$ cat src/b64_pkg.sv
package b64_pkg;

	// Nominal line length; breaks fall only between four-character groups.
	localparam int LINE_CHARS = 76;
	localparam int LINE_LEN   = (LINE_CHARS / 4) * 4;
	localparam int LINE_W     = 7;
	localparam int JOB_CHARS  = 6;
	localparam int CNT_W      = 3;

	localparam logic OP_DATA  = 1'b0;
	localparam logic OP_FLUSH = 1'b1;

	localparam logic [7:0] CHAR_PAD = 8'h3D;
	localparam logic [7:0] CHAR_CR  = 8'h0D;
	localparam logic [7:0] CHAR_LF  = 8'h0A;

	// Characters caused by one input transaction, emitted from index 0 upward.
	typedef struct packed {
		logic [JOB_CHARS-1:0][7:0] chars;
		logic [CNT_W-1:0]          cnt;
	} b64_job_t;

	function automatic logic [7:0] sextet_char(input logic [5:0] v);
		logic [7:0] r;
		r = 8'h00;
		case (v) inside
			[6'd0:6'd25]:  r = 8'(v) + 8'd65;
			[6'd26:6'd51]: r = 8'(v) + 8'd71;
			[6'd52:6'd61]: r = 8'(v) - 8'd4;
			6'd62:         r = 8'h2B;
			default:       r = 8'h2F;
		endcase
		return r;
	endfunction

endpackage

$ cat src/b64_if.sv
interface b64_in_if;
	logic       valid;
	logic       ready;
	logic       op;
	logic [7:0] data_byte;

	modport source (output valid, output op, output data_byte, input ready);
	modport sink   (input valid, input op, input data_byte, output ready);
endinterface

interface b64_out_if;
	logic       valid;
	logic       ready;
	logic [7:0] out_char;
	logic       last;

	modport source (output valid, output out_char, output last, input ready);
	modport sink   (input valid, input out_char, input last, output ready);
endinterface

$ cat src/b64_front.sv
module b64_front (
	input  logic               clk,
	input  logic               arst_n,
	b64_in_if.sink             raw,
	input  logic               q_full,
	output logic               q_push,
	output b64_pkg::b64_job_t  q_job
);

	logic [15:0]                 pend_q;
	logic [1:0]                  phase_q;
	logic [b64_pkg::LINE_W-1:0]  line_q;
	logic                        accept;
	logic [23:0]                 grp;
	logic                        brk;
	logic                        has_out;

	assign raw.ready = !q_full;
	assign accept    = raw.valid && raw.ready;
	assign grp       = {pend_q, raw.data_byte};
	// The line can only fill on the last character of a group.
	assign brk = (8'(line_q) + 8'd4) >= 8'(b64_pkg::LINE_LEN);

	always_comb begin
		q_job   = '0;
		has_out = 1'b0;
		if (raw.op == b64_pkg::OP_DATA) begin
			if (phase_q[1]) begin
				has_out        = 1'b1;
				q_job.chars[0] = b64_pkg::sextet_char(grp[23:18]);
				q_job.chars[1] = b64_pkg::sextet_char(grp[17:12]);
				q_job.chars[2] = b64_pkg::sextet_char(grp[11:6]);
				q_job.chars[3] = b64_pkg::sextet_char(grp[5:0]);
				q_job.chars[4] = b64_pkg::CHAR_CR;
				q_job.chars[5] = b64_pkg::CHAR_LF;
				q_job.cnt      = brk ? 3'd6 : 3'd4;
			end
		end else begin
			if (phase_q != 2'd0) begin
				// A padded group always ends the line.
				has_out = 1'b1;
				if (phase_q == 2'd1) begin
					q_job.chars[0] = b64_pkg::sextet_char(pend_q[7:2]);
					q_job.chars[1] = b64_pkg::sextet_char({pend_q[1:0], 4'b0000});
					q_job.chars[2] = b64_pkg::CHAR_PAD;
				end else begin
					q_job.chars[0] = b64_pkg::sextet_char(pend_q[15:10]);
					q_job.chars[1] = b64_pkg::sextet_char(pend_q[9:4]);
					q_job.chars[2] = b64_pkg::sextet_char({pend_q[3:0], 2'b00});
				end
				q_job.chars[3] = b64_pkg::CHAR_PAD;
				q_job.chars[4] = b64_pkg::CHAR_CR;
				q_job.chars[5] = b64_pkg::CHAR_LF;
				q_job.cnt      = 3'd6;
			end else if (line_q != '0) begin
				has_out        = 1'b1;
				q_job.chars[0] = b64_pkg::CHAR_CR;
				q_job.chars[1] = b64_pkg::CHAR_LF;
				q_job.cnt      = 3'd2;
			end
		end
	end

	assign q_push = accept && has_out;

	always_ff @(posedge clk or negedge arst_n) begin
		if (!arst_n) begin
			pend_q  <= '0;
			phase_q <= '0;
			line_q  <= '0;
		end else if (accept) begin
			if (raw.op == b64_pkg::OP_FLUSH) begin
				pend_q  <= '0;
				phase_q <= '0;
				line_q  <= '0;
			end else if (phase_q[1]) begin
				pend_q  <= '0;
				phase_q <= '0;
				line_q  <= brk ? '0 : line_q + 7'd4;
			end else begin
				pend_q  <= {pend_q[7:0], raw.data_byte};
				phase_q <= phase_q + 2'd1;
			end
		end
	end

endmodule

$ cat src/b64_queue.sv
module b64_queue (
	input  logic               clk,
	input  logic               arst_n,
	input  logic               push,
	input  b64_pkg::b64_job_t  push_job,
	output logic               full,
	input  logic               pop,
	output logic               nonempty,
	output b64_pkg::b64_job_t  head
);

	b64_pkg::b64_job_t slot_q [2];
	logic              wr_q;
	logic              rd_q;
	logic [1:0]        cnt_q;

	assign full     = cnt_q == 2'd2;
	assign nonempty = cnt_q != 2'd0;
	assign head     = slot_q[rd_q];

	always_ff @(posedge clk) begin
		if (push) begin
			slot_q[wr_q] <= push_job;
		end
	end

	always_ff @(posedge clk or negedge arst_n) begin
		if (!arst_n) begin
			wr_q  <= 1'b0;
			rd_q  <= 1'b0;
			cnt_q <= '0;
		end else begin
			if (push) begin
				wr_q <= !wr_q;
			end
			if (pop) begin
				rd_q <= !rd_q;
			end
			if (push && !pop) begin
				cnt_q <= cnt_q + 2'd1;
			end else if (pop && !push) begin
				cnt_q <= cnt_q - 2'd1;
			end
		end
	end

endmodule

$ cat src/b64_back.sv
module b64_back (
	input  logic               clk,
	input  logic               arst_n,
	input  logic               q_nonempty,
	input  b64_pkg::b64_job_t  q_head,
	output logic               q_pop,
	b64_out_if.source          enc
);

	b64_pkg::b64_job_t            cur_q;
	logic [b64_pkg::CNT_W-1:0]    idx_q;
	logic                         busy_q;
	logic                         is_last;
	logic                         done;

	assign is_last      = idx_q == cur_q.cnt - 3'd1;
	assign enc.valid    = busy_q;
	assign enc.out_char = cur_q.chars[idx_q];
	assign enc.last     = is_last;
	assign done         = busy_q && enc.ready && is_last;
	// The next job is taken in the cycle the previous last character leaves.
	assign q_pop        = q_nonempty && (!busy_q || done);

	always_ff @(posedge clk) begin
		if (q_pop) begin
			cur_q <= q_head;
		end
	end

	always_ff @(posedge clk or negedge arst_n) begin
		if (!arst_n) begin
			busy_q <= 1'b0;
			idx_q  <= '0;
		end else if (q_pop) begin
			busy_q <= 1'b1;
			idx_q  <= '0;
		end else if (busy_q && enc.ready) begin
			if (is_last) begin
				busy_q <= 1'b0;
			end else begin
				idx_q <= idx_q + 3'd1;
			end
		end
	end

endmodule

$ cat src/base64_mime_encoder.sv
// Streaming Base64 encoder with MIME line breaks. Each raw transaction with op 0 adds one
// byte; every third byte yields four alphabet characters, and CR LF follows when the line
// reaches LINE_CHARS (rounded down to a multiple of four). A transaction with op 1 pads a
// pending group with '=', closes a non-empty line with CR LF and clears all state; last
// marks the final character caused by each input transaction, and transactions that cause
// no characters produce nothing on enc. Input is taken one transaction per cycle while the
// two-entry job queue between the classifier and the emitter has room. Output runs at one
// character per cycle while enc.ready is high, so the sustained rate is set by the
// single-character output port.
module base64_mime_encoder (
	input  logic       clk,
	input  logic       arst_n,
	b64_in_if.sink     raw,
	b64_out_if.source  enc
);

	logic              q_full;
	logic              q_push;
	logic              q_pop;
	logic              q_nonempty;
	b64_pkg::b64_job_t push_job;
	b64_pkg::b64_job_t head_job;

	b64_front u_front (
		.clk    (clk),
		.arst_n (arst_n),
		.raw    (raw),
		.q_full (q_full),
		.q_push (q_push),
		.q_job  (push_job)
	);

	b64_queue u_queue (
		.clk      (clk),
		.arst_n   (arst_n),
		.push     (q_push),
		.push_job (push_job),
		.full     (q_full),
		.pop      (q_pop),
		.nonempty (q_nonempty),
		.head     (head_job)
	);

	b64_back u_back (
		.clk        (clk),
		.arst_n     (arst_n),
		.q_nonempty (q_nonempty),
		.q_head     (head_job),
		.q_pop      (q_pop),
		.enc        (enc)
	);

endmodule

$ cat src/flat_wrapper.sv
// flat-port wrapper written by rule: the top's interface ports become plain ports
module base64_mime_encoder_flat 
  (clk, arst_n, raw_valid, raw_op, raw_data_byte, raw_ready, enc_valid, enc_out_char, enc_last, enc_ready);
  b64_in_if raw_i ();
  b64_out_if enc_i ();
  input  logic clk;
  input  logic arst_n;
  input wire logic [$bits(raw_i.valid)-1:0] raw_valid;
  input wire logic [$bits(raw_i.op)-1:0] raw_op;
  input wire logic [$bits(raw_i.data_byte)-1:0] raw_data_byte;
  output wire logic [$bits(raw_i.ready)-1:0] raw_ready;
  output wire logic [$bits(enc_i.valid)-1:0] enc_valid;
  output wire logic [$bits(enc_i.out_char)-1:0] enc_out_char;
  output wire logic [$bits(enc_i.last)-1:0] enc_last;
  input wire logic [$bits(enc_i.ready)-1:0] enc_ready;
  assign raw_i.valid = raw_valid;
  assign raw_i.op = raw_op;
  assign raw_i.data_byte = raw_data_byte;
  assign raw_ready = raw_i.ready;
  assign enc_valid = enc_i.valid;
  assign enc_out_char = enc_i.out_char;
  assign enc_last = enc_i.last;
  assign enc_i.ready = enc_ready;
  base64_mime_encoder u_core (.clk(clk), .arst_n(arst_n), .raw(raw_i), .enc(enc_i));
endmodule
$ cat config.mk
export PLATFORM = sky130hd
export DESIGN_NAME = base64_mime_encoder_flat
export DESIGN_NICKNAME = d
export VERILOG_FILES = /design/src/b64_pkg.sv /design/src/b64_if.sv /design/src/b64_front.sv /design/src/b64_queue.sv /design/src/b64_back.sv /design/src/base64_mime_encoder.sv /design/src/flat_wrapper.sv
export SDC_FILE = /design/constraint.sdc
export NUM_CORES = 1
export LEC_CHECK = 0
export BUFFER_PORTS_ARGS = -buffer_cell sky130_fd_sc_hd__buf_2
export CAP_MARGIN = 20
export CORE_AREA = 2 2 126 128
export DETAILED_ROUTE_END_ITERATION = 7
export DIE_AREA = 0 0 128 130
export PLACE_DENSITY = 0.69
export SLEW_MARGIN = 5
export SYNTH_ARGS = -nofsm -noshare
export SYNTH_HDL_FRONTEND = slang
export SYNTH_SLANG_ARGS = --single-unit
export TNS_END_PERCENT = 100
$ cat constraint.sdc
create_clock -name clk -period 4.8 [get_ports clk]
set_clock_uncertainty 0.2 [all_clocks]
set_input_delay 0.72 -clock clk [delete_from_list [all_inputs] [get_ports clk]]
set_output_delay 0.72 -clock clk [all_outputs]
set_load 0.1 [all_outputs]
==> impl_summary.log, run 1 <==
[metrics] number of fillers in the final layout: 1,265
[metrics] worst min-delay path category: input pin to asynchronous set/reset pin
[metrics] total power draw: 5.618 mW
[metrics] uppermost signal routing layer after detailed routing: met4
[metrics] quantity of I/O buffers inserted on ports: 23
[metrics] crit path time final: 3.494 ns
[metrics] Synth top area share: 0.3691
[metrics] kind of capture point of the worst setup path: flop
[metrics] Cells after Synth: 794
[metrics] initial core utilization: 0.5380
[metrics] number of hold buffers added after cts: 0
[metrics] final total negative setup slack: 0 ns
[metrics] ports placed on the boundary: 24
[metrics] Detail Route met3 WL: 1460 um
[metrics] antenna violations before repair: 0
[metrics] signal arrival time at the worst endpoint: 3.44 ns
[metrics] Post-CTS Setup Repair Bufs: 0
[metrics] Post-Synthesis Cell Area: 0.008298 mm^2
[metrics] WL met2: 9318 um
[metrics] maximum VDD drop: 655.8 uV
[metrics] fraction of power spent switching nets: 0.4493
[metrics] global-route wire length before repair: 32,110 um
[metrics] fraction of registers with async set/reset: 0.2331
[metrics] number of synthesized flops with an enable pin: 102
[metrics] share of cells above drive strength 1: 0.1499
[metrics] antenna-violating nets left: 0
[metrics] share of total power in combinational logic: 0.444
[metrics] largest net degree at the start of global routing: 40
[metrics] clock latency at the later pin of the worst-skew pair: 0.42 ns
[metrics] PostCTS Resize Cnt: 0
[metrics] required time of the critical path: 4.75 ns
[metrics] number of nets in the synthesized netlist: 857
[metrics] critical path startpoint category: flop
[metrics] core area: 0.01542 mm^2
[metrics] global-route usage over all layers: 0.2526
[metrics] final period utilization: 0.7280
[metrics] Peak Freq: 286.2 MHz
[metrics] primary flip-flop cell chosen by synthesis mapping: edfxtp_1
[metrics] reported max-cap violation count: 0
[metrics] internal power summed over all cells: 3.093 mW
[metrics] number of failing hold endpoints at the final stage: 0
[metrics] WL met1: 9429 um
[metrics] largest cells by area after synthesis: edfxtp_1 (37%), dfrtp_1 (9.3%), ha_1 (7.5%), mux2_2 (4.7%), nand2_1 (4.7%)
[metrics] number of global-route vias before repair: 5,835
[metrics] sequential cell area fraction in the yosys report: 0.4626
[metrics] DR pass1 iterations: 8
[metrics] area delta synth->final: 9.303%
[metrics] detailed-route vias per instance: 6.323
[metrics] number of DRC violations after detailed-routing iteration 0: 623
[metrics] Crit Path Max Fanout: 18
[metrics] proportion of power drawn by the clock network: 0.208
[metrics] placed instance area: 0.008538 mm^2
[metrics] Synth warnings: 0
[metrics] total non-filler cell area in the finished layout: 0.009070 mm^2
[metrics] total global routing overflow: 0
[metrics] flip-flop and latch count after synthesis: 133
[metrics] syn_area_per_cell: 10.45 um^2
[metrics] slew at the pin closest to its max-slew limit: 0.9942 ns
[metrics] CTS tree: yes
[metrics] H-tree levels: 4
[metrics] outcome: finished, final reports clean
[metrics] total clock buffers created by CTS: 17
[metrics] Die Footprint: 0.01664 mm^2
[metrics] die boundary width: 128 um
[metrics] estimated wirelength of the detail-placed design: 14,200 um
[metrics] largest area contributor in the netlist: edfxtp_1
[metrics] final setup violating endpoints: 0
[metrics] number of buffers between clock root and the deepest sink: 2
[metrics] height of the die: 130 um
[metrics] total number of nets in the final design: 864
[metrics] number of antenna diodes: 0
[metrics] sinks on the clock net: 133
[metrics] Lkg Pwr: 3.420 nW
[metrics] Placer Congestion: 0.9364
[metrics] row cnt: 46
[metrics] class of the most critical setup path: flop to flop
[metrics] DRT Wirelength: 20,510 um
[metrics] Switching Power: 2.524 mW
[metrics] average detailed-routed wire length per instance: 20.39 um
[metrics] setup repair after global routing missed its margin: false
[metrics] Final Slew Violations: 0
[metrics] Sequential Power Share: 0.347
[metrics] worst relative slew slack: 0.3372
[metrics] CTS root buffer: clkbuf_16
[metrics] routed vias: 6,361
[metrics] power per standard cell area: 619.4 mW/mm^2
[metrics] clock slew at the register clock pins of the worst setup and hold paths: 0.06 ns
[metrics] Distinct cells, synth: 82
[metrics] post-detailed-route DRC marker count: 0
[cell type report]
class	instances	area (um^2)	area share
multi-input combinational	587	4155	0.4581
sequential	133	3839	0.4232
clock buffer	19	432.9	0.04773
tap	192	240.2	0.02649
timing repair buffer	31	187.7	0.02069
inverter	31	116.4	0.01283
clock inverter	13	98.84	0.01090
[stage by stage]
step                      setup WS [ns]  hold WS [ns]  instances    util
final                             1.306        0.2119       1006  0.5880
after global placement            1.410        0.3029        973  0.5531
after CTS                         1.333        0.2228       1006  0.5880
after floorplan                  0.4211        0.2244        794       -
after detailed placement          1.367        0.3010        974  0.5535
after global routing              1.074        0.2377       1006  0.5880
[kinds of logic (layout without fill, tap and decap cells)]
kind of cell / after synthesis / after routing / synth area share
adder cells (fa/ha/maj): 50 / 50 / 0.07539
AO/OA/AOI/OAI: 210 / 210 / 0.1755
AND/OR/NAND/NOR: 244 / 244 / 0.1395
flip-flops: 133 / 133 / 0.4626
buffers and inverters: 74 / 94 / 0.03724
multiplexers: 51 / 51 / 0.07600
XOR/XNOR: 32 / 32 / 0.03378
[synth_stat cells (4+ instances only)]
cell,instances
o21ai_1,5
buf_1,4
a21o_1,7
and3_1,7
or3_1,4
o21ai_0,51
or2_2,4
a21oi_1,37
a21boi_0,5
nand2_1,103
nor2b_1,8
o2bb2ai_1,5
buf_2,15
nand2b_1,14
o211ai_1,15
o21a_1,4
xor2_1,9
nor3_1,16
and2_1,7
mux4_2,6
edfxtp_1,102
a31oi_1,8
nor2_1,39
mux2_2,35
a22o_1,5
o2111ai_1,4
nand3_1,25
clkbuf_1,20
ha_1,50
xnor2_1,23
dfrtp_1,31
a211oi_1,6
inv_1,28
a221o_1,5
mux2i_1,9
[worst max-delay path: stages (launching register included)]
cell,delay [ns]
dfrtp_1,0.74
inv_2,0.21
ha_1,0.34
a21oi_1,0.71
a22o_1,0.39
and3_1,0.26
nand2_1,0.07
a311o_1,0.29
[sequential cells by signal, summed over array words and instances (netlist names)]
signal	cells
u_core.u_queue.slot_q	68
u_core.u_back.cur_q	34
u_core.u_front.pend_q	16
u_core.u_front.line_q	5
u_core.u_back.idx_q	3
u_core.u_front.phase_q	2
u_core.u_queue.cnt_q	2
u_core.u_back.enc.valid	1
u_core.u_queue.rd_q	1
u_core.u_queue.wr_q	1
[layout by cell type, fill, tap and decap left out, types with 6 or more instances in the layout]
cell type and instances:
xor2_1 9, nor2b_1 8, and2_1 7, xnor2_1 23, mux2_2 35, ha_1 50
and3_1 7, mux2i_1 9, edfxtp_1 102, a21o_1 7, o211ai_1 15, dfrtp_1 31
buf_4 7, buf_2 23, nand2_1 103, a211oi_1 6, a21oi_1 37, inv_1 28
nor3_1 16, nand2b_1 14, o21ai_0 51, mux4_2 6, nor2_1 37, clkbuf_16 17
nand3_1 25, a31oi_1 8
[routing by layer]
metal | global-route usage | up-vias
li1 | - | 2986
met3 | 0.05371 | 25
met1 | 0.3715 | 3065
met5 | 0 | -
met2 | 0.3888 | 285
met4 | 0.05495 | 0
[power groups by stage]
stage               logic, mW  registers [mW]  clock network [mW]
finish                   2.50            1.95                1.17
global placement         2.43            1.96                   0
global route             2.69            1.99                1.24
CTS                      2.47            1.95                1.19
detailed placement       2.45            1.97                   0
floorplan                2.06            1.75                   0
[worst paths after layout]
kind | end | cells after the start | from | slack [ns]
worst max-delay path | u_core.u_queue.slot_q[0][22] | 7 | u_core.u_front.pend_q[3] | 1.31
worst min-delay path | u_core.u_back.idx_q[1] | 1 | arst_n | 0.21
worst max register to register | u_core.u_queue.slot_q[0][22] | 7 | u_core.u_front.pend_q[3] | 1.31
worst min register to register | u_core.u_queue.wr_q | 1 | u_core.u_queue.wr_q | 0.31
max in group asynchronous | u_core.u_front.phase_q[0] | 1 | arst_n | 3.65
min in group clk | u_core.u_queue.wr_q | 1 | u_core.u_queue.wr_q | 0.31
Power figures use the tool's default switching activity.
==> run 2, diff against run 1 <==
==> constraint.sdc (replaced) <==
create_clock -name clk -period 3.45 [get_ports clk]
set_clock_uncertainty 0.2 [all_clocks]
set_input_delay 0.5175 -clock clk [delete_from_list [all_inputs] [get_ports clk]]
set_output_delay 0.5175 -clock clk [all_outputs]
set_load 0.1 [all_outputs]
==> run 2 against run 1 <==
  * Cell count is 2.3% higher
  * First-iteration DRC count grew 22%
  * Clock-buffer cell count increased by 1
  * Sequential cell count unchanged
  * Design area rose by 2.8%
  * Hold slack lost 0.19 ns
  * Largest cell class unchanged
==> impl_summary.log, run 2 (same netlist as run 1, synthesis figures left out) <==
[metrics] outcome: finished, final reports clean (unchanged)
[metrics] commonest non-fill, non-tap cells in the layout: nand2_1 (103), edfxtp_1 (102), o21ai_0 (51) (unchanged)
[metrics] worst-path cell with the longest stage delay: dfrtp_1 (unchanged)
[metrics] height of the die: 130 um (unchanged)
[metrics] Final Slew Violations: 0 (unchanged)
[metrics] critical path startpoint category: flop (unchanged)
[metrics] clock slew at the register clock pins of the worst setup and hold paths: 0.06 ns (about the same)
[metrics] H-tree levels: 4 (unchanged)
[metrics] reg2reg end: u_core.u_queue.slot_q[0][5] (was u_core.u_queue.slot_q[0][22])
[metrics] DRT Wirelength: 21,400 um (was 20,510 um)
[metrics] required time of the critical path: 2.73 ns (was 4.75 ns)
[metrics] cell chain of the critical path: mux2i_1 > a21oi_1 > a21oi_1 > o2bb2ai_1 > buf_2 (was inv_2 > ha_1 > a21oi_1 > a22o_1 > and3_1 > nand2_1 > a311o_1)
[metrics] Peak Freq: 314.5 MHz
[metrics] initial core utilization: 0.5380 (unchanged)
[metrics] number of hold buffers added after cts: 0 (unchanged)
[metrics] Lkg Pwr: 3.580 nW (was 3.420 nW)
[metrics] quantity of I/O buffers inserted on ports: 23 (unchanged)
[metrics] final period utilization: 0.9216
[metrics] Crit path depth: 5 (was 7)
[metrics] CTS root buffer: clkbuf_16 (unchanged)
[metrics] ports placed on the boundary: 24 (unchanged)
[metrics] final setup violating endpoints: 0 (unchanged)
[metrics] average detailed-routed wire length per instance: 20.80 um (was 20.39 um)
[metrics] signal arrival time at the worst endpoint: 2.46 ns (was 3.44 ns)
[metrics] number of DRC violations after detailed-routing iteration 0: 763 (was 623)
[metrics] total non-filler cell area in the finished layout: 0.009324 mm^2 (was 0.009070 mm^2)
[metrics] worst min-delay path category: input pin to asynchronous set/reset pin (unchanged)
[metrics] worst reg2reg startpoint: u_core.u_front.pend_q[7] (was u_core.u_front.pend_q[3])
[metrics] reg-to-reg slack, setup: 0.37 ns (was 1.31 ns)
[metrics] setup repair after global routing missed its margin: false (unchanged)
[metrics] Critical Path Source: u_core.u_back.idx_q[0] (was u_core.u_front.pend_q[3])
[metrics] crit path time final: 3.179 ns
[metrics] kind of capture point of the worst setup path: primary output (was flop)
[metrics] row cnt: 46 (unchanged)
[metrics] depth of the worst register-to-register path: 8 (was 7)
[metrics] number of buffers between clock root and the deepest sink: 2 (unchanged)
[metrics] antenna violations before repair: 0 (unchanged)
[metrics] die boundary width: 128 um (unchanged)
[metrics] Crit Path Max Fanout: 18 (unchanged)
[metrics] post-detailed-route DRC marker count: 0 (unchanged)
[metrics] worst relative slew slack: 0.3173 (was 0.3372)
[metrics] registers with the most flip-flops: u_core.u_queue.slot_q x68, u_core.u_back.cur_q x34, u_core.u_front.pend_q x16 (unchanged)
[metrics] clock latency at the later pin of the worst-skew pair: 0.42 ns (about the same)
[metrics] most common cell after layout, fill and taps aside: nand2_1 (unchanged)
[metrics] PostCTS Resize Cnt: 0 (unchanged)
[metrics] largest net degree at the start of global routing: 39 (was 40)
[metrics] global-route usage over all layers: 0.2654 (was 0.2526)
[metrics] number of flip-flops in the largest register: 68 (unchanged)
[metrics] number of global-route vias before repair: 6,019 (was 5,835)
[metrics] global-route wire length before repair: 33,620 um (was 32,110 um)
[metrics] total clock buffers created by CTS: 17 (unchanged)
[metrics] power per standard cell area: 875.9 mW/mm^2 (was 619.4 mW/mm^2)
[metrics] number of antenna diodes: 0 (unchanged)
[metrics] area delta synth->final: 12.36% (was 9.303%)
[metrics] share of cells above drive strength 1: 0.1780 (was 0.1499)
[metrics] Post-CTS Setup Repair Bufs: 0 (unchanged)
[metrics] routed vias: 6,498 (was 6,361)
[metrics] Setup crit end: enc_out_char[2] (was u_core.u_queue.slot_q[0][22])
[metrics] CP bufs+invs: 1 (unchanged)
[metrics] Placer Congestion: 0.9564 (was 0.9364)
[metrics] antenna-violating nets left: 0 (unchanged)
[metrics] class of the most critical setup path: flop to primary output (was flop to flop)
[metrics] placed instance area: 0.008721 mm^2 (was 0.008538 mm^2)
[metrics] CTS tree: yes (unchanged)
[metrics] total global routing overflow: 0 (unchanged)
[metrics] sinks on the clock net: 133 (unchanged)
[metrics] estimated wirelength of the detail-placed design: 15,410 um (was 14,200 um)
[metrics] slowest stage delay, CP: 0.84 ns (was 0.74 ns)
[metrics] core area: 0.01542 mm^2 (unchanged)
[metrics] reported max-cap violation count: 0 (unchanged)
[metrics] total number of nets in the final design: 887 (was 864)
[metrics] most used cell along the critical path: a21oi_1
[metrics] detailed-route vias per instance: 6.315 (was 6.323)
[metrics] slew at the pin closest to its max-slew limit: 1.022 ns (was 0.9942 ns)
[metrics] number of failing hold endpoints at the final stage: 0 (unchanged)
[metrics] kind of cell with the highest combined delay on the critical path: flip-flops (was compound AO/OA/AOI/OAI gates)
[metrics] Die Footprint: 0.01664 mm^2 (unchanged)
[metrics] maximum VDD drop: 935.7 uV (was 655.8 uV)
[metrics] DR pass1 iterations: 8 (unchanged)
[metrics] most flop-heavy register: u_core.u_queue.slot_q (unchanged)
[metrics] WHS: 0.02409 ns (was 0.2119 ns)
-- run 2: cell types whose count changed in the layout (fill, tap and decap cells not counted) --
cell | before | now
buf_4 | 7 | 30
clkbuf_1 | 2 | 0
clkbuf_16 | 17 | 20
clkinv_1 | 3 | 1
clkinv_4 | 2 | 4
clkinvlp_4 | 3 | 1
inv_6 | 4 | 5
nor2_2 | 2 | 0
nor2_4 | 0 | 2
-- run 2: worst min path at each step --
| stage | from | to | slack (ns) |
|---|---|---|---|
| after floorplan | arst_n | u_core.u_back.enc.valid | 0.02 |
| after detailed placement | u_core.u_queue.slot_q[1][21] | u_core.u_back.cur_q[21] | 0.33 |
| final | arst_n | u_core.u_back.idx_q[2] | 0.02 |
| after CTS | arst_n | u_core.u_back.idx_q[2] | 0.04 |
| after global routing | arst_n | u_core.u_back.idx_q[2] | 0.07 |
| after global placement | u_core.u_queue.cnt_q[1] | u_core.u_queue.cnt_q[1] | 0.31 |
-- run 2: power breakdown --
group	internal, mW	total, mW	switching [mW]
sequential	2.23	2.60	0.362
clock	1.07	1.79	0.719
combinational	1.27	3.78	2.51
total	4.57	8.17	3.59
-- run 2: routing by layer --
layer / share of wire / vias up / GRT usage
met4: 0.024 / 0 / 0.08727
li1: - / 3020 / -
met3: 0.066 / 43 / 0.03895
met1: 0.46 / 3151 / 0.3902
met2: 0.45 / 284 / 0.4080
met5: 0 / - / 0
-- run 2: cell type report --
cell class                      instances  area [um^2]
Multi-Input combinational cell        587         4165
Sequential cell                       133         3839
Timing Repair Buffer                   54        360.3
Fill cell                            1306         6101
Tap cell                              192        240.2
Inverter                               31        116.4
Clock buffer                           20        500.5
Clock inverter                         12        102.6
-- run 2: worst register-to-register path: stages (launching register included) --
cell and delay, ns:
dfrtp_1 0.53, ha_1 0.35, buf_4 0.19, nand2_1 0.11, nor3_1 0.23, o21ba_1 0.29, or3b_1 0.43, a41oi_1 0.32
o31ai_1 0.16
-- run 2: metrics by stage --
step | util | TNS [ns] | setup WS, ns | power (mW) | cells
2_1_floorplan | - | -0.008908 | -0.008908 | 5.311 | 794
3_3_place_gp | 0.5654 | 0 | 0.4508 | 6.303 | 997
3_5_place_dp | 0.5654 | 0 | 0.4369 | 6.350 | 997
4_1_cts | 0.6045 | 0 | 0.2436 | 8.148 | 1029
5_1_grt | 0.6045 | 0 | 0.06413 | 8.581 | 1029
6_report | 0.6045 | 0 | 0.2706 | 8.167 | 1029
==> run 3, diff against run 2 <==
--- a/config.mk
+++ b/config.mk
@@ -8,6 +8,7 @@
 export BUFFER_PORTS_ARGS = -buffer_cell sky130_fd_sc_hd__buf_2
 export CAP_MARGIN = 20
 export CORE_AREA = 2 2 126 128
+export CTS_BUF_LIST = sky130_fd_sc_hd__clkbuf_2 sky130_fd_sc_hd__clkbuf_4 sky130_fd_sc_hd__clkbuf_8
 export DETAILED_ROUTE_END_ITERATION = 7
 export DIE_AREA = 0 0 128 130
 export PLACE_DENSITY = 0.69
==> run 3 against run 2 <==
  * Non-clock buffer count increased by 1
  * Largest cell class unchanged
  * Critical path depth is the same
  * Combinational power about the same
  * Clock power is 22% lower
  * Core utilization shrank 1.1 points
  * Sequential cell count unchanged
  * Hold slack gained 0.19 ns
  * Die area stayed put
  * Fmax is 1.3% lower
  * Via count shrank 0.95%
==> impl_summary.log, run 3 (same netlist as run 1, synthesis figures left out) <==
[metrics] required time of the critical path: 2.73 ns (about the same)
[metrics] row cnt: 46 (unchanged)
[metrics] worst min-delay path category: input pin to flop (was input pin to asynchronous set/reset pin)
[metrics] number of flip-flops in the largest register: 68 (unchanged)
[metrics] final setup violating endpoints: 0 (unchanged)
[metrics] global-route usage over all layers: 0.2651 (was 0.2654)
[metrics] routed vias: 6,436 (was 6,498)
[metrics] Critical Path Source: u_core.u_back.idx_q[0] (unchanged)
[metrics] most common cell after layout, fill and taps aside: nand2_1 (unchanged)
[metrics] setup slack of the critical path after layout: 0.2291 ns (was 0.2706 ns)
[metrics] slew at the pin closest to its max-slew limit: 1.023 ns (was 1.022 ns)
[metrics] power per standard cell area: 848.6 mW/mm^2 (was 875.9 mW/mm^2)
[metrics] Post-Layout Cell Count: 1,030 (was 1,029)
[metrics] CTS tree: yes (unchanged)
[metrics] pre-CTS worst setup slack: 0.4369 ns (unchanged)
[metrics] worst reg2reg startpoint: u_core.u_front.pend_q[7] (unchanged)
[metrics] PostCTS Resize Cnt: 0 (unchanged)
[metrics] sinks on the clock net: 133 (unchanged)
[metrics] reg2reg end: u_core.u_queue.slot_q[1][5] (was u_core.u_queue.slot_q[0][5])
[metrics] core area: 0.01542 mm^2 (unchanged)
[metrics] average detailed-routed wire length per instance: 20.72 um (was 20.80 um)
[metrics] setup repair after global routing missed its margin: false (unchanged)
[metrics] Crit Path Max Fanout: 18 (unchanged)
[metrics] die boundary width: 128 um (unchanged)
[metrics] number of DRC violations after detailed-routing iteration 0: 713 (was 763)
[metrics] registers with the most flip-flops: u_core.u_queue.slot_q x68, u_core.u_back.cur_q x34, u_core.u_front.pend_q x16 (unchanged)
[metrics] final period utilization: 0.9336 (was 0.9216)
[metrics] antenna violations before repair: 0 (unchanged)
[metrics] class of the most critical setup path: flop to primary output (unchanged)
[metrics] detailed-route vias per instance: 6.249 (was 6.315)
[metrics] quantity of I/O buffers inserted on ports: 23 (unchanged)
[metrics] Peak Freq: 310.5 MHz (was 314.5 MHz)
[metrics] placed instance area: 0.008721 mm^2 (unchanged)
[metrics] final total negative setup slack: 0 ns (unchanged)
[metrics] kind of capture point of the worst setup path: primary output (unchanged)
[metrics] Die Footprint: 0.01664 mm^2 (unchanged)
[metrics] worst relative slew slack: 0.3167 (was 0.3173)
[metrics] DRT Wirelength: 21,340 um (was 21,400 um)
[metrics] crit path time final: 3.221 ns (was 3.179 ns)
[metrics] Post-CTS Setup Repair Bufs: 0 (unchanged)
[metrics] largest net degree at the start of global routing: 39 (unchanged)
[metrics] ports placed on the boundary: 24 (unchanged)
[metrics] H-tree levels: 4 (unchanged)
[metrics] total clock buffers created by CTS: 17 (unchanged)
[metrics] antenna-violating nets left: 0 (unchanged)
[metrics] uppermost signal routing layer after detailed routing: met4 (unchanged)
[metrics] WL met2: 9746 um (was 9633 um)
[metrics] CTS root buffer: clkbuf_8 (was clkbuf_16)
[metrics] height of the die: 130 um (unchanged)
[metrics] global-route wire length before repair: 33,440 um (was 33,620 um)
[metrics] Lkg Pwr: 3.502 nW (was 3.580 nW)
[metrics] estimated wirelength of the detail-placed design: 15,410 um (unchanged)
[metrics] Setup crit end: enc_out_char[2] (unchanged)
[metrics] reg-to-reg slack, setup: 0.34 ns (was 0.37 ns)
[metrics] number of antenna diodes: 0 (unchanged)
[metrics] area delta synth->final: 10.36% (was 12.36%)
[metrics] share of cells above drive strength 1: 0.1778 (was 0.1780)
[metrics] Placer Congestion: 0.9564 (unchanged)
[metrics] total number of nets in the final design: 888 (was 887)
[metrics] Final Slew Violations: 0 (unchanged)
[metrics] depth of the worst register-to-register path: 8 (unchanged)
[metrics] reported max-cap violation count: 0 (unchanged)
[metrics] Finished Core Util: 0.5937 (was 0.6045)
[metrics] outcome: finished, final reports clean (unchanged)
[metrics] clock latency at the later pin of the worst-skew pair: 0.46 ns (was 0.42 ns)
[metrics] signal arrival time at the worst endpoint: 2.50 ns (was 2.46 ns)
[metrics] total global routing overflow: 0 (unchanged)
[metrics] most flop-heavy register: u_core.u_queue.slot_q (unchanged)
[metrics] DR pass1 iterations: 6 (was 8)
[metrics] commonest non-fill, non-tap cells in the layout: nand2_1 (103), edfxtp_1 (102), o21ai_0 (51) (unchanged)
[metrics] post-detailed-route DRC marker count: 0 (unchanged)
[metrics] number of global-route vias before repair: 5,979 (was 6,019)
[metrics] Placed Instances: 997 (unchanged)
[metrics] maximum VDD drop: 933.9 uV (was 935.7 uV)
[metrics] WL met1: 9831 um (was 9837 um)
[metrics] number of buffers between clock root and the deepest sink: 2 (unchanged)
[metrics] number of hold buffers added after cts: 1 (was 0)
[metrics] critical path startpoint category: flop (unchanged)
[metrics] initial core utilization: 0.5380 (unchanged)
[metrics] Detail Route met3 WL: 1283 um (was 1417 um)
[metrics] total non-filler cell area in the finished layout: 0.009158 mm^2 (was 0.009324 mm^2)
[metrics] clock slew at the register clock pins of the worst setup and hold paths: 0.08 ns (was 0.06 ns)
[metrics] number of failing hold endpoints at the final stage: 0 (unchanged)
[metrics] total power draw: 7.771 mW (was 8.167 mW)
[metrics] WHS: 0.2103 ns (was 0.02409 ns)
==> run 3: cell types whose count changed in the layout (fill, tap and decap cells not counted) <==
cell / previous run / this run
clkbuf_16: 20 / 0
bufinv_16: 0 / 3
clkbuf_8: 0 / 17
dlygate4sd3_1: 0 / 1
==> run 3: area by class of cell <==
class,instances,area (um^2)
Tap cell,192,240.2
Clock buffer,17,234.0
Timing Repair Buffer,55,370.4
Multi-Input combinational cell,587,4165
Inverter,31,116.4
Fill cell,1315,6267
Clock inverter,15,192.7
Sequential cell,133,3839
==> run 3: routing by layer <==
| layer | GRT usage | vias to the layer above |
|---|---|---|
| met5 | 0 | - |
| met1 | 0.3849 | 3131 |
| met3 | 0.04387 | 38 |
| met2 | 0.4067 | 247 |
| li1 | - | 3020 |
| met4 | 0.09179 | 0 |
==> run 3: critical path, stage by stage (launching register included) <==
cell       delay (ns)
dfrtp_1          0.85
mux2i_1          0.21
a21oi_1          0.28
a21oi_1          0.10
o2bb2ai_1        0.15
buf_2            0.45
==> run 3: where the power goes <==
part / internal (mW) / leakage (nW) / total, mW / switching (mW)
combinational: 1.27 / 1.95 / 3.78 / 2.51
clock: 0.733 / 0.214 / 1.40 / 0.665
sequential: 2.23 / 1.34 / 2.59 / 0.363
total: 4.24 / 3.50 / 7.77 / 3.53
==> run 3: how the worst min path moves through the flow <==
| stage | start | end | cells after the start |
|---|---|---|---|
| 2_1_floorplan | arst_n | u_core.u_back.enc.valid | 0 |
| 3_3_place_gp | u_core.u_queue.cnt_q[1] | u_core.u_queue.cnt_q[1] | 1 |
| 3_5_place_dp | u_core.u_queue.slot_q[1][21] | u_core.u_back.cur_q[21] | 1 |
| 4_1_cts | enc_ready | u_core.u_back.idx_q[0] | 3 |
| 5_1_grt | enc_ready | u_core.u_back.idx_q[2] | 3 |
| 6_report | enc_ready | u_core.u_back.idx_q[0] | 3 |
